<file path="config.mk">
export PLATFORM = sky130hd
export DESIGN_NAME = m3p_lane
export DESIGN_NICKNAME = d
export VERILOG_FILES = /design/src/rtl/m3p_pkg.sv /design/src/rtl/m3p_lane.sv
export SDC_FILE = /design/constraint.sdc
export NUM_CORES = 2
export LEC_CHECK = 0
export BUFFER_PORTS_ARGS = -buffer_cell sky130_fd_sc_hd__buf_2
export CAP_MARGIN = 10
export CORE_UTILIZATION = 30
export DETAILED_ROUTE_END_ITERATION = 6
export SLEW_MARGIN = 20
export SYNTH_ARGS = -nofsm -noshare
export SYNTH_HDL_FRONTEND = slang
export SYNTH_SLANG_ARGS = --single-unit
</file>
<file path="constraint.sdc">
create_clock -name clk -period 8.9 [get_ports clk]
set_input_delay 2.225 -clock clk [delete_from_list [all_inputs] [get_ports clk]]
set_output_delay 2.225 -clock clk [all_outputs]
set_load 0.005 [all_outputs]
</file>
<file path="src/rtl/m3p_pkg.sv">
// Shared constants and control types for the 3x3 matrix power unit.
package m3p_pkg;

  // Default parameter values.
  localparam int EXP_BITS_DEF   = 31;
  localparam int ELEM_WIDTH_DEF = 32;

  // Matrix geometry.
  localparam int MAT_DIM  = 3;
  localparam int MAT_SIZE = MAT_DIM * MAT_DIM;

  // Sequencer states, one-hot.
  typedef enum logic [4:0] {
    S_IDLE = 5'b00001,
    S_BIT  = 5'b00010,
    S_SQR  = 5'b00100,
    S_WAIT = 5'b01000,
    S_FIN  = 5'b10000
  } state_t;

  // Write-back control that travels with a product issued to the lanes.
  typedef struct packed {
    logic valid;
    logic to_acc;
  } wb_ctrl_t;

endpackage

</file>
<file path="src/rtl/m3p_lane.sv">
// One product lane: a registered 3-term dot product for one matrix element.
module m3p_lane #(
  parameter int ELEM_WIDTH = m3p_pkg::ELEM_WIDTH_DEF
) (
  input  logic                                         clk,
  input  logic                                         issue,
  input  logic [m3p_pkg::MAT_DIM-1:0][ELEM_WIDTH-1:0]  row_a,
  input  logic [m3p_pkg::MAT_DIM-1:0][ELEM_WIDTH-1:0]  col_b,
  output logic [ELEM_WIDTH-1:0]                        sum
);

  logic [ELEM_WIDTH-1:0] prod [m3p_pkg::MAT_DIM];

  // Capture the wrapped partial products of one row by one column.
  always_ff @(posedge clk) begin
    if (issue) begin
      for (int k = 0; k < m3p_pkg::MAT_DIM; k++) begin
        prod[k] <= ELEM_WIDTH'(row_a[k] * col_b[k]);
      end
    end
  end

  // Reduce the partial products, wrapping to the element width.
  always_comb begin
    sum = '0;
    for (int k = 0; k < m3p_pkg::MAT_DIM; k++) begin
      sum = sum + prod[k];
    end
  end

endmodule

</file>
After elaboration in Yosys (flattened, before gate mapping)
Memories as Yosys holds them, arrays and structs flattened.
Index checks and enable logic that the tools add are counted.
{ "classes": {"bitwise_logic": 0, "n_eq_ne": 0, "n_div": 0, "n_reduce_logical": 0, "addsub": 2, "shift": 0, "mux": 2, "magnitude_cmp": 0, "mul": 3} }
{ "ops": {"columns": ["op", "count"], "rows": [
  ["$mul A32 B32 Y32", 3],
  ["$add A32 B32 Y32", 2],
  ["$mux W1", 2]
]} }
{ "word_totals": {"rom_bits": 0, "input_bits": 194, "out_inout_bits": 32, "n_memories": 1, "reg_bits": 0, "latch_bits": 0, "ram_bits": 96} }
{ "memory_table": {"columns": ["name", "depth", "width", "rd", "rd_ports_with_merged_regs", "wr", "line_no", "text"], "rows": [
  ["prod", 3, 32, 3, 0, 3, "m3p_lane.sv:12", "logic [ELEM_WIDTH-1:0] prod [m3p_pkg::MAT_DIM];"]
]} }

Logic depth before layout (Yosys ltp)
{ "logic_depth": {"word_depth": 2, "depth_mapped": 27, "mapped_depth_nobuf": 25} }

Worst setup path before layout
Ideal clock, no wire load.
{ "synth_timing": {"kind": "input to register", "from": "input row_a[77] in the netlist's numbering", "to": "memory prod[0][95] in the netlist's numbering (data pin)", "n_path_buf": 2, "setup_time_ns": 0.260, "slack_ns": 0.113, "stages": 23, "arrival_ns": 8.527, "required_ns": 8.640, "cell_sequence": "clkbuf_1 clkbuf_1 and2_1 fa_1 fa_1 fa_1 inv_1 fa_1 inv_1 fa_1 inv_1 fa_1 inv_1 fa_1 fa_1 ha_1 a21oi_1 nor4b_1 nor4_1 a21oi_1 a211oi_1 a21oi_1 xnor2_1"} }
{ "synth_rtl": {"columns": ["element", "line_no", "text"], "rows": [
  ["start: declaration", "m3p_lane.sv:7", "input logic [m3p_pkg::MAT_DIM-1:0][ELEM_WIDTH-1:0] row_a,"],
  ["end: declaration", "m3p_lane.sv:12", null]
]} }

==> summary.md <==
| Metric | Value |
|---|---|
| Status | finished clean |
| Worst Setup Slack, final | 300 ps |
| Routed WL | around 150 mm |
| Overflow after GRT | 0 |
| Avg Cell Area, Syn | ~9.4 sq um |
| H-tree levels | 3 |
| CTS tree | done |
| Routed len/inst | 18.8 um |
| Crit path launch type | input port |
| ANT nets after route | 0 |
| Synth Cell Area | between 50000 and 60000 sq um |
| Routability cong. | 0.926 |
| Initial DRC count | 2335 |
| Synth Flop Type | edfxtp_1 |
| Max-slew headroom | 0.409 |
| Commonest non-fill, non-tap cell in the layout | fa_1 |
| DIE WIDTH | between 400 and 500 um |
| Period Utilization, post-route | 0.966 |
| Asr flop ratio synth | 0 |
| Worst Setup End Kind | flop |
| Max cap viols | 0 |
| First-pass GRT wire length | 241 mm |
| Clk root buf | clkbuf_16 |
| Final hold violations | 0 |
| Number of global-route vias before repair | 41200 |
| Setup violators final | 0 |
| Yosys reg bits | 96 |
| Max FFs per register | 96 |
| Arr. time, crit path | 8700 ps |
| All-layer global routing usage | 0.179 |
| Setup CP Type | in2reg |
| Via count | 37600 |
| Yosys warns | 0 |
| 1st-pass router iterations | 5 |
| Crit-path max FO | 16 |
| WP data required | 9000 ps |
| Min Tclk post-route | 8600 ps |
| CTS clk-pin slew, worst paths | 70 ps |
| Clock Sinks | 96 |
| CTS Buf Count | 9 |
| DP Worst Slack | -150 ps |
| RSZ-0062 raised after global routing | false |
| Die Ht | roughly 420 um |
| Mapped Nets | 7398 |
| Layout Utilization | 0.337 |
| Initial Util | 0.302 |
| Via density | 4.62 |
| Core area | about 170000 sq um |
| Nets | 7659 |
| Area growth syn-to-layout | 11.4% |
| Initial antenna violation count | 10 |
| Yosys cell types | 59 |
| Layout cells sized above 1 | 0.0934 |
| Slowest CP cell | fa_1 |
| Number of flops mapped to enable cells by yosys | between 90 and 100 |
| Worst path bufs/invs | 8 |
| Hold Slack | 2320 ps |
| Fmax | 0.116 GHz |
| Fin. max-slew vios | 0 |
| Commonest non-fill, non-tap cells in the layout | fa_1, inv_1, and2_1 |
| HPWL after DPL | 132 mm |
| Full die area | 175000 sq um |
| Worst slew pin tran | 887 ps |
| # rows | about 150 |
| Slowest stage delay, CP | 590 ps |
| Top flop regs | prod: 96 flops |
| Largest net degree at the start of global routing | 71 |
| Post-route cell area | approximately 58000 sq um |
| DRC violations left | 0 |
| Sequential-to-total area share from yosys stat | 0.0555 |
| HP Class | in2reg |
| Post-Syn Instances | between 5000 and 6000 |
| CP top delay family | adder cells |
| I/O Pins | between 200 and 250 |
| CTS max path bufs | 2 |
| Area post-placement | between 50000 and 60000 sq um |
| PortBufs | ~230 |
| Top reg by flops | prod |
metrics by stage:
stage	instances	setup TNS, ps
final	8131	0
after global routing	8129	0
after CTS	8125	0
after detailed placement	8109	-415
after global placement	8109	-102
after floorplan	5549	0
Yosys cell counts, types with 2 or more instances:
cell | count | area (sq um)
ha_1 | 399 | 4990
o21a_1 | 16 | 120
a221oi_1 | 4 | 35.0
a21o_1 | 47 | 353
a211o_1 | 7 | 61.3
or4_1 | 2 | 15.0
or3_1 | 5 | 31.3
a21boi_0 | 4 | 30.0
and3_1 | 15 | 93.8
nor3_1 | 20 | 100
nor4b_1 | 2 | 17.5
nor2b_1 | 7 | 43.8
nand2_1 | 749 | 2810
a221o_1 | 3 | 30.0
nor4_1 | 4 | 25.0
nand3_1 | 10 | 50.1
a211oi_1 | 10 | 75.1
or2_2 | 3 | 18.8
clkbuf_1 | 265 | 995
and2_1 | 872 | 5460
a31o_2 | 5 | 43.8
xnor2_1 | 219 | 1920
edfxtp_1 | 96 | 2880
and4b_1 | 2 | 20.0
and4_1 | 2 | 17.5
o31ai_1 | 6 | 45.0
o21bai_1 | 17 | 128
o41ai_1 | 2 | 17.5
o211ai_1 | 6 | 45.0
a21oi_1 | 81 | 405
a311oi_1 | 5 | 43.8
nand4_1 | 3 | 18.8
a31oi_1 | 16 | 100
fa_1 | 1256 | 25100
a311o_1 | 4 | 40.0
xor2_1 | 62 | 543
nor2_1 | 48 | 180
o21ai_0 | 39 | 195
inv_1 | 1204 | 4520
nand2b_1 | 13 | 81.3
per-layer routing:
metal	global-route usage	up-vias	part of all wire
li1	-	16800	-
met5	0	-	0.000085
met3	0.0169	218	0.049
met1	0.235	19500	0.42
met4	0.0637	2	0.041
met2	0.306	1107	0.49
area by class of cell:
class,instances,area (sq um)
clock inverter,7,86.3
clock buffer,9,225
timing repair buffer,515,3680
multi-input combinational,3984,43600
antenna,6,15.0
sequential,96,2880
fill,17600,114000
tap,2310,2890
inverter,1204,4520
kinds of logic after synthesis:
| logic type | Yosys count | synth area share |
|---|---|---|
| buf+inv | 1469 | 0.106 |
| fa+ha+maj | 1655 | 0.580 |
| xor+xnor | 281 | 0.0474 |
| simple gates | 1761 | 0.174 |
| flops | 96 | 0.0555 |
| compound gates | 286 | 0.0368 |
| mux | 1 | 0.000193 |
path summary, 6_finish.rpt:
kind      start     endpoint  slack [ps]  cells after the start
max   row_a[45]  prod[0][63]         300                     25
min       issue  prod[0][52]        2320                      1
what timing repair did:
| item | 4_1_cts | 5_1_grt |
|---|---|---|
| endpoints found under the hold margin | 0 | 0 |
| hold buffers | 0 | 0 |
| endpoints found under the setup margin | 0 | 4 |
| buffers inserted | 0 | 0 |
| gates resized for setup | 0 | 7 |
Power is left out: the tool's default activity adds up to more than one toggle a clock period on the data nets, which glitch-free logic cannot reach.
